**config.mk**
```make
export PLATFORM = sky130hd
export DESIGN_NAME = pump_purge_level_sequencer_flat
export DESIGN_NICKNAME = d
export VERILOG_FILES = /design/src/ppls_pkg.sv /design/src/ppls_chan_if.sv /design/src/pump_purge_level_sequencer.sv /design/src/flat_wrapper.sv
export SDC_FILE = /design/constraint.sdc
export NUM_CORES = 2
export LEC_CHECK = 0
export ABC_AREA = 1
export BUFFER_PORTS_ARGS = -buffer_cell sky130_fd_sc_hd__buf_2
export CAP_MARGIN = 20
export CORE_MARGIN = 2
export CORE_UTILIZATION = 41
export CTS_CLUSTER_DIAMETER = 60
export DETAILED_ROUTE_END_ITERATION = 8
export PLACE_DENSITY = 0.54
export SETUP_SLACK_MARGIN = 0.02
export SLEW_MARGIN = 5
export SYNTH_ARGS = -nofsm -noshare
export SYNTH_HDL_FRONTEND = slang
export SYNTH_SLANG_ARGS = --single-unit
```
**constraint.sdc**
```tcl
create_clock -name clk_i -period 16.95 [get_ports clk_i]
set_input_delay 3.39 -clock clk_i [delete_from_list [all_inputs] [get_ports clk_i]]
set_output_delay 3.39 -clock clk_i [all_outputs]
set_load 0.005 [all_outputs]
```
**src/ppls_pkg.sv**
```systemverilog
// Shared types and codes for the pump purge level sequencer.
package ppls_pkg;

  // Default number of fraction bits of the level factor.
  localparam int unsigned FracBitsDef = 16;

  // Width of the unscaled product of difference and factor.
  localparam int unsigned ProdW = 48;

  // Action codes carried by an input word.
  localparam logic [1:0] ActTick  = 2'd0;
  localparam logic [1:0] ActStart = 2'd1;
  localparam logic [1:0] ActLock  = 2'd2;
  localparam logic [1:0] ActRead  = 2'd3;

  // Measurement phase codes.
  localparam logic [1:0] PhIdle = 2'd0;
  localparam logic [1:0] PhReq  = 2'd1;
  localparam logic [1:0] PhBusy = 2'd2;

  // Configuration register indexes.
  localparam logic [1:0] RegRaiseTicks = 2'd0;
  localparam logic [1:0] RegHoldTicks  = 2'd1;
  localparam logic [1:0] RegOffset     = 2'd2;
  localparam logic [1:0] RegFactor     = 2'd3;

  // Input word.
  typedef struct packed {
    logic [1:0]  action;
    logic        lock_value;
    logic        lock_pin;
    logic [15:0] sample_mv;
    logic [31:0] now_time;
  } in_word_t;

  // Result word.
  typedef struct packed {
    logic        pump_on;
    logic        busy_res;
    logic [15:0] level;
    logic [31:0] level_time;
  } out_word_t;

  // Configuration write word.
  typedef struct packed {
    logic [1:0]  index;
    logic [31:0] value;
  } cfg_word_t;

endpackage

```
**src/ppls_chan_if.sv**
```systemverilog
// Valid/ready channel interface used for input, result and configuration words.
interface ppls_chan_if #(
  parameter type payload_t = logic
);
  logic     valid;
  logic     ready;
  payload_t data;

  modport source (output valid, output data, input ready);
  modport sink (input valid, input data, output ready);
endinterface

```
**src/pump_purge_level_sequencer.sv**
```systemverilog
// Top level of the pump purge level sequencer.

// The sequencer takes one input word per clock cycle while in_i.ready is high
// and returns one result word per input word. The word sits in an input
// register, where the phase, counters and captures are updated; the clamped
// sample difference then goes through a registered 16 x 32 multiplier, and the
// saturated level is placed in the output register. Input and output stall
// through per-stage valid bits, so bubbles are squeezed out and a new word is
// taken while a result waits. Configuration writes complete in the cycle they
// are offered and must only be issued while no word is in flight.
module pump_purge_level_sequencer #(
  parameter int unsigned FracBits = ppls_pkg::FracBitsDef
) (
  input  logic       clk_i,
  input  logic       rst_ni,
  ppls_chan_if.sink   in_i,
  ppls_chan_if.source out_o,
  ppls_chan_if.sink   cfg_i
);
  import ppls_pkg::*;

  // Configuration registers.
  logic [15:0] raise_ticks_q, hold_ticks_q, offset_q;
  logic [31:0] factor_q;

  // Sequencer state.
  logic [1:0]  phase_q, phase_d;
  logic        soft_lock_q, soft_lock_d;
  logic [15:0] raise_cnt_q, raise_cnt_d;
  logic [15:0] hold_cnt_q, hold_cnt_d;
  logic        pump_q, pump_d;
  logic [15:0] cap_sample_q, cap_sample_d;
  logic [31:0] cap_time_q, cap_time_d;
  logic [31:0] read_time_q, read_time_d;

  // Pipeline stages.
  logic        e_vld_q, m_vld_q, p_vld_q, o_vld_q;
  in_word_t    e_data_q;
  logic        m_pump_q, m_busy_q, p_pump_q, p_busy_q;
  logic [31:0] m_time_q, p_time_q;
  logic [15:0] m_diff_q, m_diff_d;
  logic [ProdW-1:0] p_prod_q;
  out_word_t   o_data_q, o_data_d;

  logic o_adv, p_adv, m_adv, e_adv, e_fire;

  // Stage advance: a stage loads when empty or when its content moves on.
  assign o_adv  = !o_vld_q || out_o.ready;
  assign p_adv  = !p_vld_q || o_adv;
  assign m_adv  = !m_vld_q || p_adv;
  assign e_adv  = !e_vld_q || m_adv;
  assign e_fire = e_vld_q && m_adv;

  assign in_i.ready  = e_adv;
  assign cfg_i.ready = 1'b1;
  assign out_o.valid = o_vld_q;
  assign out_o.data  = o_data_q;

  // Configuration writes.
  always_ff @(posedge clk_i or negedge rst_ni) begin
    if (!rst_ni) begin
      raise_ticks_q <= '0;
      hold_ticks_q  <= '0;
      offset_q      <= '0;
      factor_q      <= '0;
    end else if (cfg_i.valid) begin
      unique case (cfg_i.data.index)
        RegRaiseTicks: raise_ticks_q <= cfg_i.data.value[15:0];
        RegHoldTicks:  hold_ticks_q  <= cfg_i.data.value[15:0];
        RegOffset:     offset_q      <= cfg_i.data.value[15:0];
        RegFactor:     factor_q      <= cfg_i.data.value;
        default: ;
      endcase
    end
  end

  // Action decode and state update for the word in the input register.
  always_comb begin
    phase_d      = phase_q;
    soft_lock_d  = soft_lock_q;
    raise_cnt_d  = raise_cnt_q;
    hold_cnt_d   = hold_cnt_q;
    pump_d       = pump_q;
    cap_sample_d = cap_sample_q;
    cap_time_d   = cap_time_q;
    read_time_d  = read_time_q;
    m_diff_d     = '0;
    unique case (e_data_q.action)
      ActTick: begin
        if (phase_q == PhReq) begin
          raise_cnt_d = raise_ticks_q;
          hold_cnt_d  = hold_ticks_q;
          if (!soft_lock_q && !e_data_q.lock_pin) begin
            pump_d  = 1'b1;
            phase_d = PhBusy;
          end
        end else if (phase_q == PhBusy) begin
          if (raise_cnt_q != '0) begin
            raise_cnt_d = raise_cnt_q - 16'd1;
          end else begin
            pump_d = 1'b0;
            if (hold_cnt_q != '0) begin
              hold_cnt_d = hold_cnt_q - 16'd1;
            end else begin
              cap_sample_d = e_data_q.sample_mv;
              cap_time_d   = e_data_q.now_time;
              phase_d      = PhIdle;
            end
          end
        end else begin
          // The unused phase code falls back to idle on a tick.
          phase_d = PhIdle;
        end
      end
      ActStart: begin
        if (phase_q == PhIdle) begin
          phase_d = PhReq;
        end
      end
      ActLock: begin
        soft_lock_d = e_data_q.lock_value;
      end
      ActRead: begin
        read_time_d = cap_time_q;
        // A sample below the offset clamps the difference to zero.
        if (cap_sample_q >= offset_q) begin
          m_diff_d = cap_sample_q - offset_q;
        end
      end
      default: ;
    endcase
  end

  // Sequencer state registers.
  always_ff @(posedge clk_i or negedge rst_ni) begin
    if (!rst_ni) begin
      phase_q      <= PhIdle;
      soft_lock_q  <= 1'b0;
      raise_cnt_q  <= '0;
      hold_cnt_q   <= '0;
      pump_q       <= 1'b0;
      cap_sample_q <= '0;
      cap_time_q   <= '0;
      read_time_q  <= '0;
    end else if (e_fire) begin
      phase_q      <= phase_d;
      soft_lock_q  <= soft_lock_d;
      raise_cnt_q  <= raise_cnt_d;
      hold_cnt_q   <= hold_cnt_d;
      pump_q       <= pump_d;
      cap_sample_q <= cap_sample_d;
      cap_time_q   <= cap_time_d;
      read_time_q  <= read_time_d;
    end
  end

  // Stage valid bits.
  always_ff @(posedge clk_i or negedge rst_ni) begin
    if (!rst_ni) begin
      e_vld_q <= 1'b0;
      m_vld_q <= 1'b0;
      p_vld_q <= 1'b0;
      o_vld_q <= 1'b0;
    end else begin
      if (e_adv) begin
        e_vld_q <= in_i.valid;
      end
      if (m_adv) begin
        m_vld_q <= e_vld_q;
      end
      if (p_adv) begin
        p_vld_q <= m_vld_q;
      end
      if (o_adv) begin
        o_vld_q <= p_vld_q;
      end
    end
  end

  // Saturate the scaled product into the result word.
  always_comb begin
    o_data_d.pump_on    = p_pump_q;
    o_data_d.busy_res   = p_busy_q;
    o_data_d.level_time = p_time_q;
    if (|p_prod_q[ProdW-1:FracBits+16]) begin
      o_data_d.level = 16'hFFFF;
    end else begin
      o_data_d.level = p_prod_q[FracBits +: 16];
    end
  end

  // Stage payload registers.
  always_ff @(posedge clk_i) begin
    if (e_adv && in_i.valid) begin
      e_data_q <= in_i.data;
    end
    if (e_fire) begin
      m_pump_q <= pump_d;
      m_busy_q <= (phase_d != PhIdle);
      m_time_q <= read_time_d;
      m_diff_q <= m_diff_d;
    end
    if (p_adv && m_vld_q) begin
      p_pump_q <= m_pump_q;
      p_busy_q <= m_busy_q;
      p_time_q <= m_time_q;
      p_prod_q <= {32'd0, m_diff_q} * {16'd0, factor_q};
    end
    if (o_adv && p_vld_q) begin
      o_data_q <= o_data_d;
    end
  end

  // The pump only runs during the busy phase.
  assert property (@(posedge clk_i) disable iff (!rst_ni)
    pump_q |-> (phase_q == PhBusy))
    else $error("pump driven outside the busy phase");

  // Input is refused only when every stage is occupied and the output stalls.
  assert property (@(posedge clk_i) disable iff (!rst_ni)
    !in_i.ready |-> (e_vld_q && m_vld_q && p_vld_q && o_vld_q && !out_o.ready))
    else $error("input refused while the pipeline has room");

  // A result with the pump running also reports a busy measurement.
  assert property (@(posedge clk_i) disable iff (!rst_ni)
    (o_vld_q && o_data_q.pump_on) |-> o_data_q.busy_res)
    else $error("pump reported on while not busy");

endmodule

```
**src/flat_wrapper.sv**
```systemverilog
// flat-port wrapper written by rule: the top's interface ports become plain ports
module pump_purge_level_sequencer_flat import ppls_pkg::*;
#(
  parameter int unsigned FracBits = ppls_pkg::FracBitsDef
)
  (clk_i, rst_ni, in_i_valid, in_i_data, in_i_ready, out_o_valid, out_o_data, out_o_ready, cfg_i_valid, cfg_i_data, cfg_i_ready);
  ppls_chan_if #(.payload_t(in_word_t)) in_i_i ();
  ppls_chan_if #(.payload_t(out_word_t)) out_o_i ();
  ppls_chan_if #(.payload_t(cfg_word_t)) cfg_i_i ();
  input  logic clk_i;
  input  logic rst_ni;
  input wire logic [$bits(in_i_i.valid)-1:0] in_i_valid;
  input wire logic [$bits(in_i_i.data)-1:0] in_i_data;
  output wire logic [$bits(in_i_i.ready)-1:0] in_i_ready;
  output wire logic [$bits(out_o_i.valid)-1:0] out_o_valid;
  output wire logic [$bits(out_o_i.data)-1:0] out_o_data;
  input wire logic [$bits(out_o_i.ready)-1:0] out_o_ready;
  input wire logic [$bits(cfg_i_i.valid)-1:0] cfg_i_valid;
  input wire logic [$bits(cfg_i_i.data)-1:0] cfg_i_data;
  output wire logic [$bits(cfg_i_i.ready)-1:0] cfg_i_ready;
  assign in_i_i.valid = in_i_valid;
  assign in_i_i.data = in_i_data;
  assign in_i_ready = in_i_i.ready;
  assign out_o_valid = out_o_i.valid;
  assign out_o_data = out_o_i.data;
  assign out_o_i.ready = out_o_ready;
  assign cfg_i_i.valid = cfg_i_valid;
  assign cfg_i_i.data = cfg_i_data;
  assign cfg_i_ready = cfg_i_i.ready;
  pump_purge_level_sequencer #(.FracBits(FracBits)) u_core (.clk_i(clk_i), .rst_ni(rst_ni), .in_i(in_i_i), .out_o(out_o_i), .cfg_i(cfg_i_i));
endmodule
```
==> results.cfg <==
[worst_setup_path]
r2r_start = u_core.m_diff_q[4]
crit_chain = buf_2 > nor2_1 > inv_1 > nor2_1 > nand2_1 > nor2_1 > inv_1 > buf_2
arrival_ns = 4.45
cp-start-kind = primary input
end_kind = output port
r2r_cells = 23
slowest_stage = nor2_1
critPathMaxFanout = 3
critPathRequiredTime_ns = 13.56
r2r_slack_ns = 10.42
crit_top_cell = nor2_1
worstSetupPathType = in2out
slowest_delay_ns = 0.22
crit_start = out_o_ready

[cells_and_area]
layout.cells.non_filler = 5029
drive_gt1_frac = 0.0717
fillers = 8054
ff_latch_area_sq_um = 11600
diodes = 0
syn_to_final_growth_pct = 9.98
final_nets = 4566
multi_input_area_sq_um = 18200

[floorplan]
core_area_sq_um = 81700
die_area_sq_um = 84500
row_count = 105
die_w_um = 291
start_util = 0.412
ios = 144
die_h_um = 291

[clocking]
cts_tree = done
cts_inserted_buffers = 50
postCtsSetupBuffers = 0
path_clk_slew_ns = 0.06
cts-root-buf = clkbuf_16
clk_latency_ns = 0.63
post_cts_resized = 0
cts_buffer_depth = 3
postCtsHoldBufs = 0
clkSinkCount = 418
cts_max_level = 2

[synth]
synthCells = 3860
ys_types = 44
synth_area_leaders = fa_1 (25%), edfxtp_1 (19%), dfrtp_1 (15%)
synth_common_cells = nand2_1 (1064), inv_1 (876), fa_1 (418)
synth.most_common_cell = nand2_1
yosys_warnings = 0
synth_top_area_share = 0.248
syn_area_per_cell_sq_um = 8.73
syn_nets = 4508
syn_area_sq_um = 33700
yosysTopAreaCell = fa_1
ys_async_sr_fraction = 0.478
synth_edf_count = 218
synthFlopType = edfxtp_1
synth_seq_area_share = 0.343
ys_seq_elements = 418

[placed_design]
place_congestion = 0.932
dp_slack_ns = 9.10
io_buffers = 142
dp_cells = 4931
place_hpwl_um = 62700

[sta]
finalCritPeriodShare = 0.463
min_period_ns = 7.84
skew_ns = 0.0520
rsz0062_at_grt = false
setup_viol = 0
setup_tns_ns = 0
max_freq_ghz = 0.127
fin_ws_ns = 9.11
drv_slew = 0
slew_headroom = 0.333
worst_slew_pin_slew_ns = 1.00
hold_viol = 0

[grt]
grt_pass1_vias = 25500
grt.overflow.total = 0
grt_pass1_wl_um = 138000
grt_use_total = 0.206
grt_max_degree = 110
antenna_found_initial = 0

[min_path]
min-delay-start = u_core.m_time_q[2]
holdPathStages = 0
hold_class = reg2reg

[outcome]
outcome = finished clean

[route]
drt_iter0_markers = 1280
drc = 0
wire_per_inst_um = 16.7
dr_total_vias = 24100
wl_um = 84000
avgViaCountPerCell = 4.79
ant_nets = 0
dr.pass1.iters = 5

[flow_run]
drv_cap = 0
placed cells by master (no fill, tap or decap), types with 7 or more instances in the layout:
master,Yosys,final
buf_2,8,141
inv_1,876,873
a21oi_1,100,100
clkbuf_1,150,19
o21a_1,8,8
fa_1,418,418
buf_4,5,31
xor2_1,23,23
mux2_2,17,17
nand3_1,126,125
edfxtp_1,218,218
nand2_1,1064,1064
nand4_1,19,19
xnor2_1,9,9
ha_1,139,139
o21ai_0,220,220
nor4_1,7,7
dfrtp_1,200,200
clkbuf_16,0,50
nor2_1,163,160
nor3_1,22,22
a31oi_1,8,8
worst max-delay path, delay by kind of cell:
family / cells / cell delay, ns
simple gates: 4 / 0.66
buf+inv: 4 / 0.40
routing by layer:
metal / track usage / part of all wire / up-vias
li1: - / - / 11700
met1: 0.275 / 0.45 / 11800
met2: 0.357 / 0.49 / 500
met3: 0.0287 / 0.043 / 106
met4: 0.0484 / 0.021 / 0
met5: 0 / 0 / -
layout make-up:
cell class                 count  area share
tap                         1070      0.0361
timing repair buffer         178      0.0281
sequential                   418       0.312
inverter                     880      0.0892
multi-input combinational   2390       0.490
clock buffer                  74      0.0376
clock inverter                19     0.00662
kinds of logic (layout without fill, tap and decap cells):
family                     count (synthesis)  in the layout  synth area share
and+or+nand+nor                         1420           1420             0.168
buffers and inverters                   1052           1151             0.119
adders and majority gates                557            557             0.300
DFF                                      418            418             0.343
AOI/OAI and AO/OA                        363            363            0.0567
xor gates and xnor gates                  32             32           0.00832
muxes                                     17             17           0.00568
other                                      1              1          0.000111
sequential cells by signal, indices dropped and copies added (netlist names), 32 cells and up:
register,count
u_core.read_time_q,32
u_core.m_time_q,32
u_core.p_time_q,32
u_core.e_data_q,52
u_core.cap_time_q,32
u_core.out_o.data,50
u_core.p_prod_q,32
u_core.factor_q,32
per-stage QoR:
stage | instance area, sq um | util | hold slack, ns
after CTS | 37000 | 0.452 | 0.415
after global routing | 37000 | 0.453 | 0.418
after detailed placement | 35300 | 0.432 | 0.405
final | 37000 | 0.453 | 0.414
after global placement | 35300 | 0.432 | 0.401
after floorplan | 33700 | - | 0.400
worst paths after layout:
check	endpoint
setup / recovery	in_i_ready
hold / removal	u_core.p_time_q[2]
setup reg to reg	u_core.p_prod_q[41]
hold reg to reg	u_core.p_time_q[2]
max in group asynchronous	u_core.raise_cnt_q[9]
min in group asynchronous	u_core.cap_time_q[16]
Power is left out: the tool's default activity adds up to more than one toggle a clock period on the data nets, which glitch-free logic cannot reach.
